==> config.mk <==
export PLATFORM = sky130hd
export DESIGN_NAME = crc_packet_deframer
export DESIGN_NICKNAME = d
export VERILOG_FILES = /design/src/design/dfrm_pkg.sv /design/src/design/dfrm_fifo.sv /design/src/design/dfrm_front.sv /design/src/design/dfrm_back.sv /design/src/design/crc_packet_deframer.sv
export SDC_FILE = /design/constraint.sdc
export NUM_CORES = 1
export LEC_CHECK = 0
export ABC_AREA = 1
export BUFFER_PORTS_ARGS = -buffer_cell sky130_fd_sc_hd__buf_2
export CAP_MARGIN = 15
export CORE_MARGIN = 2
export CORE_UTILIZATION = 50
export CTS_BUF_LIST = sky130_fd_sc_hd__clkbuf_4
export DETAILED_ROUTE_END_ITERATION = 10
export GPL_TIMING_DRIVEN = 0
export PLACE_DENSITY = 0.7
export SYNTH_ARGS = -nofsm -noshare
export SYNTH_HDL_FRONTEND = slang
export SYNTH_SLANG_ARGS = --single-unit
==> constraint.sdc <==
create_clock -name clk -period 5.1 [get_ports clk]
set_input_delay 1.02 -clock clk [delete_from_list [all_inputs] [get_ports clk]]
set_output_delay 1.02 -clock clk [all_outputs]
set_load 0.02 [all_outputs]
==> src/design/dfrm_pkg.sv <==
// deframer package: payload types, status codes, queue sizing and the crc byte step
// depends on nothing
`timescale 1ns / 1ps
`default_nettype none

package dfrm_pkg;

  localparam int unsigned QDEPTH = 4;
  localparam int unsigned QAW = $clog2(QDEPTH);

  localparam logic [15:0] CRC_INIT = 16'hFFFF;
  localparam logic [15:0] CRC_POLY = 16'h1021;
  localparam logic [8:0] POS_MAX = 9'd511;
  localparam logic [9:0] MIN_FRAME = 10'd11;
  localparam logic [8:0] HDR_LEN = 9'd8;
  localparam logic [8:0] PAY_FIRST = 9'd11;
  localparam logic [8:0] CRC_FIRST = 9'd3;

  typedef enum logic [2:0] {
    ST_OK        = 3'd0,
    ST_BAD_START = 3'd1,
    ST_SHORT     = 3'd2,
    ST_CRC       = 3'd3,
    ST_LENGTH    = 3'd4
  } status_t;

  typedef struct packed {
    logic [7:0] data_byte;
    logic       frame_end;
  } in_t;

  typedef struct packed {
    logic       is_end;
    logic [7:0] payload_byte;
    status_t    status;
    logic [7:0] version;
    logic [7:0] destination;
    logic [7:0] source;
    logic [7:0] msg_kind;
    logic [7:0] cmd_code;
    logic [7:0] sequence_number;
    logic       chunk_last;
    logic [7:0] payload_length;
  } out_t;

  typedef struct packed {
    logic       has_pay;
    logic [7:0] pay_byte;
    logic       has_stat;
    out_t       stat_rec;
  } q_entry_t;

  // msb-first crc-16 over one byte
  function automatic logic [15:0] crc_feed(input logic [15:0] crc, input logic [7:0] b);
    logic [15:0] c;
    c = crc ^ {b, 8'h00};
    for (int i = 0; i < 8; i++) begin
      if (c[15]) begin
        c = {c[14:0], 1'b0} ^ CRC_POLY;
      end else begin
        c = {c[14:0], 1'b0};
      end
    end
    return c;
  endfunction

endpackage

`default_nettype wire

==> src/design/dfrm_fifo.sv <==
// small register queue between the byte front end and the result back end
// depends on dfrm_pkg
`timescale 1ns / 1ps
`default_nettype none

module dfrm_fifo
  import dfrm_pkg::*;
(
  input  wire logic     clk,
  input  wire logic     rst_n,
  input  wire logic     push,
  input  wire q_entry_t push_data,
  input  wire logic     pop,
  output q_entry_t      head,
  output logic          full,
  output logic          empty
);

  q_entry_t       mem_r [QDEPTH];
  logic [QAW-1:0] wr_ptr_r, wr_ptr_nxt;
  logic [QAW-1:0] rd_ptr_r, rd_ptr_nxt;
  logic [QAW:0]   count_r, count_nxt;

  assign full  = (count_r == (QAW+1)'(QDEPTH));
  assign empty = (count_r == '0);
  assign head  = mem_r[rd_ptr_r];

  always_comb begin
    wr_ptr_nxt = wr_ptr_r;
    rd_ptr_nxt = rd_ptr_r;
    count_nxt  = count_r;
    if (push) begin
      wr_ptr_nxt = wr_ptr_r + 1'b1;
    end
    if (pop) begin
      rd_ptr_nxt = rd_ptr_r + 1'b1;
    end
    if (push && !pop) begin
      count_nxt = count_r + 1'b1;
    end else if (pop && !push) begin
      count_nxt = count_r - 1'b1;
    end
  end

  always_ff @(posedge clk) begin
    if (!rst_n) begin
      wr_ptr_r <= '0;
      rd_ptr_r <= '0;
      count_r  <= '0;
    end else begin
      wr_ptr_r <= wr_ptr_nxt;
      rd_ptr_r <= rd_ptr_nxt;
      count_r  <= count_nxt;
    end
  end

  always_ff @(posedge clk) begin
    if (push) begin
      mem_r[wr_ptr_r] <= push_data;
    end
  end

endmodule

`default_nettype wire

==> src/design/dfrm_front.sv <==
// front end: start check, header capture, delay line, crc and status classification
// depends on dfrm_pkg
`timescale 1ns / 1ps
`default_nettype none

module dfrm_front
  import dfrm_pkg::*;
(
  input  wire logic     clk,
  input  wire logic     rst_n,
  input  wire logic     cfg_we,
  input  wire logic [7:0] cfg_data,
  input  wire logic     in_valid,
  input  wire in_t      in_data,
  input  wire logic     q_full,
  output logic          in_stall,
  output logic          push,
  output q_entry_t      push_data
);

  logic [7:0]  start_byte_r;
  logic [8:0]  pos_r, pos_nxt;
  logic        sm_r, sm_nxt;
  logic [7:0]  dly0_r, dly0_nxt;
  logic [7:0]  dly1_r, dly1_nxt;
  logic [15:0] crc_r, crc_nxt;
  logic [7:0]  hdr_r [8];

  logic        accept;
  logic        hdr_we;
  logic [2:0]  hdr_idx;
  logic [9:0]  total;
  logic [15:0] rx;
  logic        emit_pay;
  status_t     st;

  assign in_stall = q_full;
  assign accept   = in_valid && !q_full;
  assign hdr_we   = (pos_r != '0) && (pos_r <= HDR_LEN);
  assign hdr_idx  = 3'(pos_r - 9'd1);
  assign total    = {1'b0, pos_r} + 10'd1;

  always_comb begin
    sm_nxt   = sm_r;
    dly0_nxt = dly0_r;
    dly1_nxt = dly1_r;
    crc_nxt  = crc_r;
    emit_pay = 1'b0;
    if (pos_r == '0) begin
      sm_nxt = (in_data.data_byte == start_byte_r);
    end else begin
      if (pos_r >= CRC_FIRST) begin
        crc_nxt  = crc_feed(crc_r, dly1_r);
        emit_pay = sm_r && (pos_r >= PAY_FIRST);
      end
      dly1_nxt = dly0_r;
      dly0_nxt = in_data.data_byte;
    end
    rx = {dly1_nxt, dly0_nxt};

    if (!sm_nxt) begin
      st = ST_BAD_START;
    end else if (total < MIN_FRAME) begin
      st = ST_SHORT;
    end else if (rx != crc_nxt) begin
      st = ST_CRC;
    end else if (total != MIN_FRAME + {2'b00, hdr_r[7]}) begin
      st = ST_LENGTH;
    end else begin
      st = ST_OK;
    end

    push_data                 = '0;
    push_data.has_pay         = emit_pay;
    push_data.pay_byte        = dly1_r;
    push_data.has_stat        = in_data.frame_end;
    push_data.stat_rec.is_end = 1'b1;
    push_data.stat_rec.status = st;
    if (st == ST_OK) begin
      push_data.stat_rec.version         = hdr_r[0];
      push_data.stat_rec.destination     = hdr_r[1];
      push_data.stat_rec.source          = hdr_r[2];
      push_data.stat_rec.msg_kind        = hdr_r[3];
      push_data.stat_rec.cmd_code        = hdr_r[4];
      push_data.stat_rec.sequence_number = hdr_r[5];
      push_data.stat_rec.chunk_last      = (hdr_r[6] != '0);
      push_data.stat_rec.payload_length  = hdr_r[7];
    end
    push = accept && (emit_pay || in_data.frame_end);

    pos_nxt = pos_r;
    if (in_data.frame_end) begin
      pos_nxt  = '0;
      sm_nxt   = 1'b0;
      dly0_nxt = '0;
      dly1_nxt = '0;
      crc_nxt  = CRC_INIT;
    end else if (pos_r < POS_MAX) begin
      pos_nxt = pos_r + 9'd1;
    end
  end

  always_ff @(posedge clk) begin
    if (!rst_n) begin
      start_byte_r <= '0;
      pos_r        <= '0;
      sm_r         <= 1'b0;
      dly0_r       <= '0;
      dly1_r       <= '0;
      crc_r        <= CRC_INIT;
    end else begin
      if (cfg_we) begin
        start_byte_r <= cfg_data;
      end
      if (accept) begin
        pos_r  <= pos_nxt;
        sm_r   <= sm_nxt;
        dly0_r <= dly0_nxt;
        dly1_r <= dly1_nxt;
        crc_r  <= crc_nxt;
      end
    end
  end

  always_ff @(posedge clk) begin
    if (accept && hdr_we) begin
      hdr_r[hdr_idx] <= in_data.data_byte;
    end
  end

endmodule

`default_nettype wire

==> src/design/dfrm_back.sv <==
// back end: unpacks queue entries into payload and status results behind an output register
// depends on dfrm_pkg
`timescale 1ns / 1ps
`default_nettype none

module dfrm_back
  import dfrm_pkg::*;
(
  input  wire logic     clk,
  input  wire logic     rst_n,
  input  wire q_entry_t head,
  input  wire logic     q_empty,
  output logic          pop,
  input  wire logic     out_stall,
  output logic          out_valid,
  output out_t          out_data
);

  logic out_valid_r, out_valid_nxt;
  out_t out_data_r, out_data_nxt;
  logic pay_done_r, pay_done_nxt;
  logic load;

  assign out_valid = out_valid_r;
  assign out_data  = out_data_r;
  assign load      = !out_valid_r || !out_stall;

  always_comb begin
    out_valid_nxt = out_valid_r;
    out_data_nxt  = out_data_r;
    pay_done_nxt  = pay_done_r;
    pop           = 1'b0;
    if (load) begin
      out_valid_nxt = 1'b0;
      if (!q_empty) begin
        out_valid_nxt = 1'b1;
        if (head.has_pay && !pay_done_r) begin
          out_data_nxt              = '0;
          out_data_nxt.payload_byte = head.pay_byte;
          if (head.has_stat) begin
            pay_done_nxt = 1'b1;
          end else begin
            pop = 1'b1;
          end
        end else begin
          out_data_nxt = head.stat_rec;
          pay_done_nxt = 1'b0;
          pop          = 1'b1;
        end
      end
    end
  end

  always_ff @(posedge clk) begin
    if (!rst_n) begin
      out_valid_r <= 1'b0;
      pay_done_r  <= 1'b0;
    end else begin
      out_valid_r <= out_valid_nxt;
      pay_done_r  <= pay_done_nxt;
    end
  end

  always_ff @(posedge clk) begin
    out_data_r <= out_data_nxt;
  end

endmodule

`default_nettype wire

==> src/design/crc_packet_deframer.sv <==
// top level of the crc-16 packet deframer: front end, result queue and back end
// depends on dfrm_pkg, dfrm_front, dfrm_fifo, dfrm_back
`timescale 1ns / 1ps
`default_nettype none

// Takes one frame byte per cycle while in_stall is low, no gaps needed between bytes or
// frames: the front end does the start check, header capture and crc-16 step (init ffff,
// poly 1021) per accepted byte. Each payload byte comes out two bytes after it went in, and
// a frame's final byte gives a status record, preceded by a payload byte when there is one,
// so that byte gives two results. A four-entry queue sits between front and back end, and
// the single output register delivers one result per cycle unless out_stall. The user must
// write the start byte register via the cfg port only while no frame is in flight (not enforced).
module crc_packet_deframer
  import dfrm_pkg::*;
(
  input  wire logic       clk,
  input  wire logic       rst_n,
  input  wire logic       cfg_valid,
  output logic            cfg_ready,
  input  wire logic [7:0] cfg_data,
  input  wire logic       in_valid,
  output logic            in_stall,
  input  wire in_t        in_data,
  output logic            out_valid,
  input  wire logic       out_stall,
  output out_t            out_data
);

  logic     q_full;
  logic     q_empty;
  logic     push;
  logic     pop;
  q_entry_t push_data;
  q_entry_t head;

  assign cfg_ready = 1'b1;

  dfrm_front u_front (
    .clk       (clk),
    .rst_n     (rst_n),
    .cfg_we    (cfg_valid && cfg_ready),
    .cfg_data  (cfg_data),
    .in_valid  (in_valid),
    .in_data   (in_data),
    .q_full    (q_full),
    .in_stall  (in_stall),
    .push      (push),
    .push_data (push_data)
  );

  dfrm_fifo u_fifo (
    .clk       (clk),
    .rst_n     (rst_n),
    .push      (push),
    .push_data (push_data),
    .pop       (pop),
    .head      (head),
    .full      (q_full),
    .empty     (q_empty)
  );

  dfrm_back u_back (
    .clk       (clk),
    .rst_n     (rst_n),
    .head      (head),
    .q_empty   (q_empty),
    .pop       (pop),
    .out_stall (out_stall),
    .out_valid (out_valid),
    .out_data  (out_data)
  );

endmodule

`default_nettype wire

# Word-level counts from Yosys, hierarchy flattened
# Memories as Yosys holds them, arrays and structs flattened. A register that Yosys moved wholly into a read port is not among the register bits.
# Index checks and enable logic that the tools add are counted.
[word_totals] register_bits=128 ram_bits=344 inputBits=22 out_inout_bits=72 elab_cells=134 memories=2
[memory_table] name="u_fifo.mem_r" words=4 width=70 rd=1 rd_ports_with_merged_regs=1 write_ports=1 line_no="dfrm_fifo.sv:19" text="q_entry_t mem_r [QDEPTH];"
[memory_table] name="u_front.hdr_r" words=8 width=8 rd=8 rd_ports_with_merged_regs=0 write_ports=1 line_no="dfrm_front.sv:27" text="logic [7:0] hdr_r [8];"
[classes] addsub=8 mux=56 reduce_logical=26 bitwise_logic=10 n_eq_ne=5 n_lt_le_gt_ge=5
[op_table] cell="$mux 16" count=17
[op_table] cell="$mux 13" count=8
[op_table] cell="$mux 68" count=1
[op_table] cell="$mux 57" count=1
[op_table] cell="$mux 8" count=4
[op_table] cell="$not 3->3" count=8
[op_table] cell="$mux 3" count=6
[op_table] cell="$mux 9" count=2
[op_table] cell="$ne 16x16->1" count=1
[op_table] cell="$xor 16x16->16" count=1
[op_table] cell="$mux 1" count=15
[op_table] cell="$add 9x1->10 const B" count=1
[op_table] cell="$lt 10x4->1 const B" count=1
[op_table] cell="$ne 10x10->1" count=1
[op_table] cell="$add 4x8->9 const A" count=1
[op_table] cell="$add 9x1->9 const B" count=1
[op_table] cell="$ge 9x2->1 const B" count=1
[op_table] cell="$ge 9x4->1 const B" count=1
[op_table] cell="$le 9x4->1 const B" count=1
[op_table] cell="$logic_not 9->1" count=1
[op_table] cell="$lt 9x9->1 const B" count=1
[op_table] cell="$reduce_bool 9->1" count=1
[op_table] cell="$eq 8x8->1" count=1
[op_table] cell="$logic_and 1x1->1" count=8
[op_table] cell="14 further kinds" count=26

# Depth between registers and ports, before layout
[depth] ltp_word=39 mapped_depth=19 depth_no_buf=18

# Modules after synthesis
# From an unflattened synthesis, not the netlist that was laid out.
[unflattened] hier_cells=1935 hier_area_um2=21568.2
[modules_own_cells] mod="dfrm_fifo" area_each_um2=12134.1 cells_per_inst=821 instances=1 seq_area_each_um2=9669.3
[modules_own_cells] mod="dfrm_front" area_each_um2=6565.0 cells_per_inst=874 instances=1 seq_area_each_um2=2922.8
[modules_own_cells] mod="dfrm_back" area_each_um2=2857.7 cells_per_inst=238 instances=1 seq_area_each_um2=2112.0
[modules_own_cells] mod="crc_packet_deframer" area_each_um2=11.3 cells_per_inst=2 instances=1 seq_area_each_um2=0.0

# Worst setup path after synthesis
# Ideal clock, no wire load.
[synth_path] path_kind="input to register" from="in in_valid" to="mem u_fifo.mem_r[0][0] (netlist bit), enable pin" path_stages=4 path_slack_ps=184 path_buffers=0 setup_ps=499 t_required_ps=4601 arrival_time_ps=4417 path_cell_list="o21ai_0 inv_1 nand2_1 nor2_1"
[synth_via] elab_chain_len=4
[synth_rtl] item="start, declared" line_no="crc_packet_deframer.sv:21" text="input wire logic in_valid,"
[synth_rtl] item="$logic_and 1x1->1" line_no="dfrm_front.sv:38" text="assign accept = in_valid && !q_full;"
[synth_rtl] item="$logic_and 1x1->1" line_no="dfrm_front.sv:89" text="push = accept && (emit_pay || in_data.frame_end);"
[synth_rtl] item="$mux 1" line_no="dfrm_fifo.sv:58" text="if (push) begin"
[synth_rtl] item="$mux 1 (implied by the code)" line_no="dfrm_fifo.sv:59" text="mem_r[wr_ptr_r] <= push_data;"
[synth_rtl] item="end, declared" line_no="dfrm_fifo.sv:19"
# No other way between the ends.

==> qor_table.md <==
| Quantity | Value |
|---|---|
| Outcome | completed |
| Clock sink count | 474 |
| Required time of the critical path | 5640 ps |
| TritonCTS buffer count | 116 |
| Number of core rows | 72 |
| Reported leakage power | 8.80 nW |
| Place WS | 1470 ps |
| Critical path capture point type | flip-flop |
| HPWL after detailed placement | 28,600 um |
| Critical-path maximum fanout | 10 |
| Average footprint of a synthesized cell | 11.0 um^2 |
| Post-detailed-routing wire length | 44,700 um |
| Core ar. | 0.0388 mm^2 |
| Worst Setup Path Type | reg2reg |
| Type of origin of the critical path | flip-flop |
| Pre-antenna DRT Iters | 6 |
| Part of the cycle the worst path needs | 67.5% |
| Xor/xnor cell area share of the yosys netlist | 1.07% |
| Multiplexer area fraction after synthesis | 0% |
| Antenna violations before repair | 2 |
| Die H | 203 um |
| Total Neg Setup Slack | 0 ps |
| Layout cells sized above 1 | 17.1% |
| Smallest setup slack after layout | 1660 ps |
| Endpoints failing setup | 0 |
| RSZ-0062 raised after global routing | false |
| Classification of the worst-slack hold path | in2reg |
| Maximum clock path buffer count | 3 |
| Number of storage elements in the synthesis netlist | 474 |
| Number of port buffers | 91 |
| Antenna-violating nets left | 0 |
| Final hold violation count | 0 |
| Highest attainable clock frequency | 291 MHz |
| Weighted congestion reported at the end of routability-driven placement | 0.910 |
| Pin count of the biggest net entering global routing | 71 |
| Top Ports | 94 |
| Fin crit period | 3440 ps |
| Max Slew Vio Count | 0 |
| Combinational family with the most area after synthesis | simple AND/OR/NAND/NOR gates |
| Worst clock skew on the final layout | 69.2 ps |
| Prevailing post-synth register cell | sky130_fd_sc_hd__edfxtp_1 |
| Gr usage total | 21.9% |
| Postcts setup bufs | 0 |
| Power consumption | 10.7 mW |
| Simple-gate share of the synthesized area | 14.8% |
| Adder-cell share of the synthesized area | 0.736% |
| Number of cells on the worst reg-to-reg path | 17 |
| Clock tree from TritonCTS | yes |
| Area of all placed cells without fillers | 0.0224 mm^2 |
| Vias per Instance | 5.20 |
| Share of the yosys chip area belonging to registers | 69.1% |
| Count of unique library cells instantiated by Yosys | 38 |
| Number of nets in the final layout | 2,051 |
| Fillers | 3,213 |
| Worst-Margin Slew | 973 ps |
| Count of flip-flops with a built-in enable after synthesis | 413 |
| Number of global-route vias before repair | 13,200 |
| Number of hold-repair buffers added at the cts stage | 0 |
| Max-capacitance violation count | 0 |
| Arrival time at the worst endpoint | 3980 ps |
| Master cell of the clock root buffer | sky130_fd_sc_hd__clkbuf_4 |
| Wire length of the first global-routing pass | 69,000 um |
| Most common cell after layout, fill and taps aside | sky130_fd_sc_hd__edfxtp_1 |
| Area growth from synthesis to layout | 13.5% |
| Worst flop-to-flop path startpoint | u_front.pos_r[0]$_SDFFE_PN0P_ |
| Total global routing overflow | 0 |
| Die area | 0.0410 mm^2 |
| Chip Width | 203 um |
| Number of warnings printed during yosys synthesis | 0 |
| Register clock-pin slew on the reported worst setup and hold paths | 60 ps |
| Synth Area in Compound Gates | 8.46% |
| Starting utilization of the core area | 50.8% |
| Synthesized area | 0.0197 mm^2 |
| Power density cells | 480 mW/mm^2 |
| Capture point of the worst reg-to-reg path | u_fifo.mem_r[3][6]$_DFFE_PP_ |
| Clock latency of the later-clocked register in the worst-skew pair | 810 ps |
| H-Tree Depth | 3 |
| DRC violations left | 0 |
| Launching element of the worst setup path | u_front.pos_r[0]$_SDFFE_PN0P_ |
| Number of standard cells after synthesis | 1,801 |
| Avg WL per Cell | 17.1 um |
| Worst reg2reg setup slack | 1660 ps |
| Destination of the critical timing path | u_fifo.mem_r[3][6]$_DFFE_PP_ |
| Post-CTS resize count | 0 |
| Net Count, Synth | 1,834 |
| Commonest cells after routing, fill and taps aside | sky130_fd_sc_hd__edfxtp_1, sky130_fd_sc_hd__nand2_1, sky130_fd_sc_hd__nor2_1 |
| Number of vias after detailed routing | 13,600 |
| Slew headroom | 35.0% |
| Placed instance area | 0.0210 mm^2 |
| Async set or reset register ratio after synthesis | 0% |
| DRT iter0 DRCs | 987 |
| Highest ir drop seen on vdd | 0.235 mV |
-- cell families (layout without fill, tap and decap cells) --
| group | after synthesis | count (layout) |
|---|---|---|
| other cells | 1 | 2 |
| xor+xnor | 24 | 24 |
| fa+ha+maj | 11 | 11 |
| simple gates | 695 | 695 |
| buf+inv | 286 | 574 |
| flops | 474 | 474 |
| compound gates | 310 | 310 |
-- per-stage QoR --
stage	instances	hold WS, ps	util [%]
3_5_place_dp	2418	461	54.2
5_1_grt	2608	386	57.6
3_3_place_gp	2410	451	53.6
6_report	2608	441	57.6
4_1_cts	2607	372	57.6
2_1_floorplan	1801	436	-
-- synthesized netlist by cell type (2+ instances only) --
cell / instances / area (um^2)
sky130_fd_sc_hd__edfxtp_1: 413 / 12400
sky130_fd_sc_hd__nand2_1: 353 / 1330
sky130_fd_sc_hd__nor2_1: 250 / 938
sky130_fd_sc_hd__inv_1: 194 / 728
sky130_fd_sc_hd__o21ai_0: 177 / 886
sky130_fd_sc_hd__o22ai_1: 66 / 413
sky130_fd_sc_hd__dfxtp_1: 61 / 1220
sky130_fd_sc_hd__clkbuf_1: 58 / 218
sky130_fd_sc_hd__a21oi_1: 45 / 225
sky130_fd_sc_hd__nand3_1: 33 / 165
sky130_fd_sc_hd__nor2_4: 20 / 225
sky130_fd_sc_hd__xor2_1: 17 / 149
sky130_fd_sc_hd__inv_2: 15 / 56.3
sky130_fd_sc_hd__nor2_2: 14 / 87.6
sky130_fd_sc_hd__o21ai_1: 12 / 60.1
sky130_fd_sc_hd__ha_1: 10 / 125
sky130_fd_sc_hd__o21ai_2: 7 / 61.3
sky130_fd_sc_hd__xnor2_1: 7 / 61.3
sky130_fd_sc_hd__buf_1: 6 / 22.5
sky130_fd_sc_hd__buf_6: 6 / 67.6
sky130_fd_sc_hd__nor3_1: 6 / 30.0
sky130_fd_sc_hd__nand3_2: 4 / 40.0
sky130_fd_sc_hd__nand3b_1: 4 / 30.0
sky130_fd_sc_hd__or2_2: 4 / 25.0
sky130_fd_sc_hd__buf_2: 3 / 15.0
sky130_fd_sc_hd__nand4_1: 3 / 18.8
sky130_fd_sc_hd__buf_8: 2 / 30.0
-- sequential cells by signal (all words and copies together), names as in the netlist, named ones only --
signal	flops
u_fifo.rd_ptr_r	2
u_back.out_valid	1
u_front.crc_r	16
u_front.dly0_r	8
u_front.start_byte_r	8
u_fifo.wr_ptr_r	2
u_fifo.count_r	3
u_back.out_data	69
u_front.hdr_r	64
u_back.pay_done_r	1
u_fifo.mem_r	280
u_front.sm_r	1
u_front.pos_r	9
u_front.dly1_r	8
-- final cells by class --
cell class / count / area [um^2] / area share, %
clock buffer: 165 / 1240 / 5.54
tap: 518 / 648 / 2.90
inverter: 210 / 791 / 3.53
sequential: 474 / 13600 / 60.9
antenna: 1 / 2.50 / 0.0112
timing repair buffer: 99 / 631 / 2.82
multi-input combinational: 1041 / 4980 / 22.3
buffer: 76 / 360 / 1.61
clock inverter: 24 / 101 / 0.453
-- power by group --
group | leakage (nW) | internal [mW] | switching, mW
combinational | 3.69 | 0.760 | 2.14
clock | 0.819 | 1.47 | 1.42
sequential | 4.28 | 4.83 | 0.128
-- how the worst min path moves through the flow --
stage	start	end	slack (ps)	cells after the start
6_report	cfg_data[7]	u_front.start_byte_r[7]$_SDFFE_PN0P_	440	3
5_1_grt	cfg_data[0]	u_front.start_byte_r[0]$_SDFFE_PN0P_	390	3
4_1_cts	cfg_data[3]	u_front.start_byte_r[3]$_SDFFE_PN0P_	370	3
3_5_place_dp	u_front.dly0_r[1]$_SDFFE_PN0P_	u_front.dly0_r[1]$_SDFFE_PN0P_	460	2
3_3_place_gp	u_fifo.rd_ptr_r[1]$_SDFFE_PN0P_	u_fifo.rd_ptr_r[1]$_SDFFE_PN0P_	450	2
2_1_floorplan	u_fifo.rd_ptr_r[1]$_SDFFE_PN0P_	flip-flop	440	2
-- critical path, stage by stage (launching register included) --
cell and delay, ps:
sky130_fd_sc_hd__dfxtp_1 490, sky130_fd_sc_hd__inv_1 170, sky130_fd_sc_hd__ha_1 240, sky130_fd_sc_hd__nand2_1 80, sky130_fd_sc_hd__nor2_2 50, sky130_fd_sc_hd__nand2_2 100, sky130_fd_sc_hd__buf_2 240, sky130_fd_sc_hd__nand2_1 70
sky130_fd_sc_hd__o21ai_1 220, sky130_fd_sc_hd__inv_1 80, sky130_fd_sc_hd__nand3_1 90, sky130_fd_sc_hd__nand2_1 50, sky130_fd_sc_hd__nor2_1 170, sky130_fd_sc_hd__nand2_1 130, sky130_fd_sc_hd__nor2_4 190, sky130_fd_sc_hd__nand4_2 160
sky130_fd_sc_hd__clkbuf_1 280, sky130_fd_sc_hd__nor2_1 380
-- routing by layer --
| metal | up-vias | global-route usage [%] | share of wire [%] |
|---|---|---|---|
| li1 | 6546 | - | - |
| met1 | 6416 | 27.8 | 41 |
| met2 | 521 | 36.7 | 49 |
| met3 | 80 | 4.16 | 7.3 |
| met4 | 0 | 10.1 | 2.6 |
| met5 | - | 0 | 0 |
No activity file was read; power rests on OpenSTA's default activity.
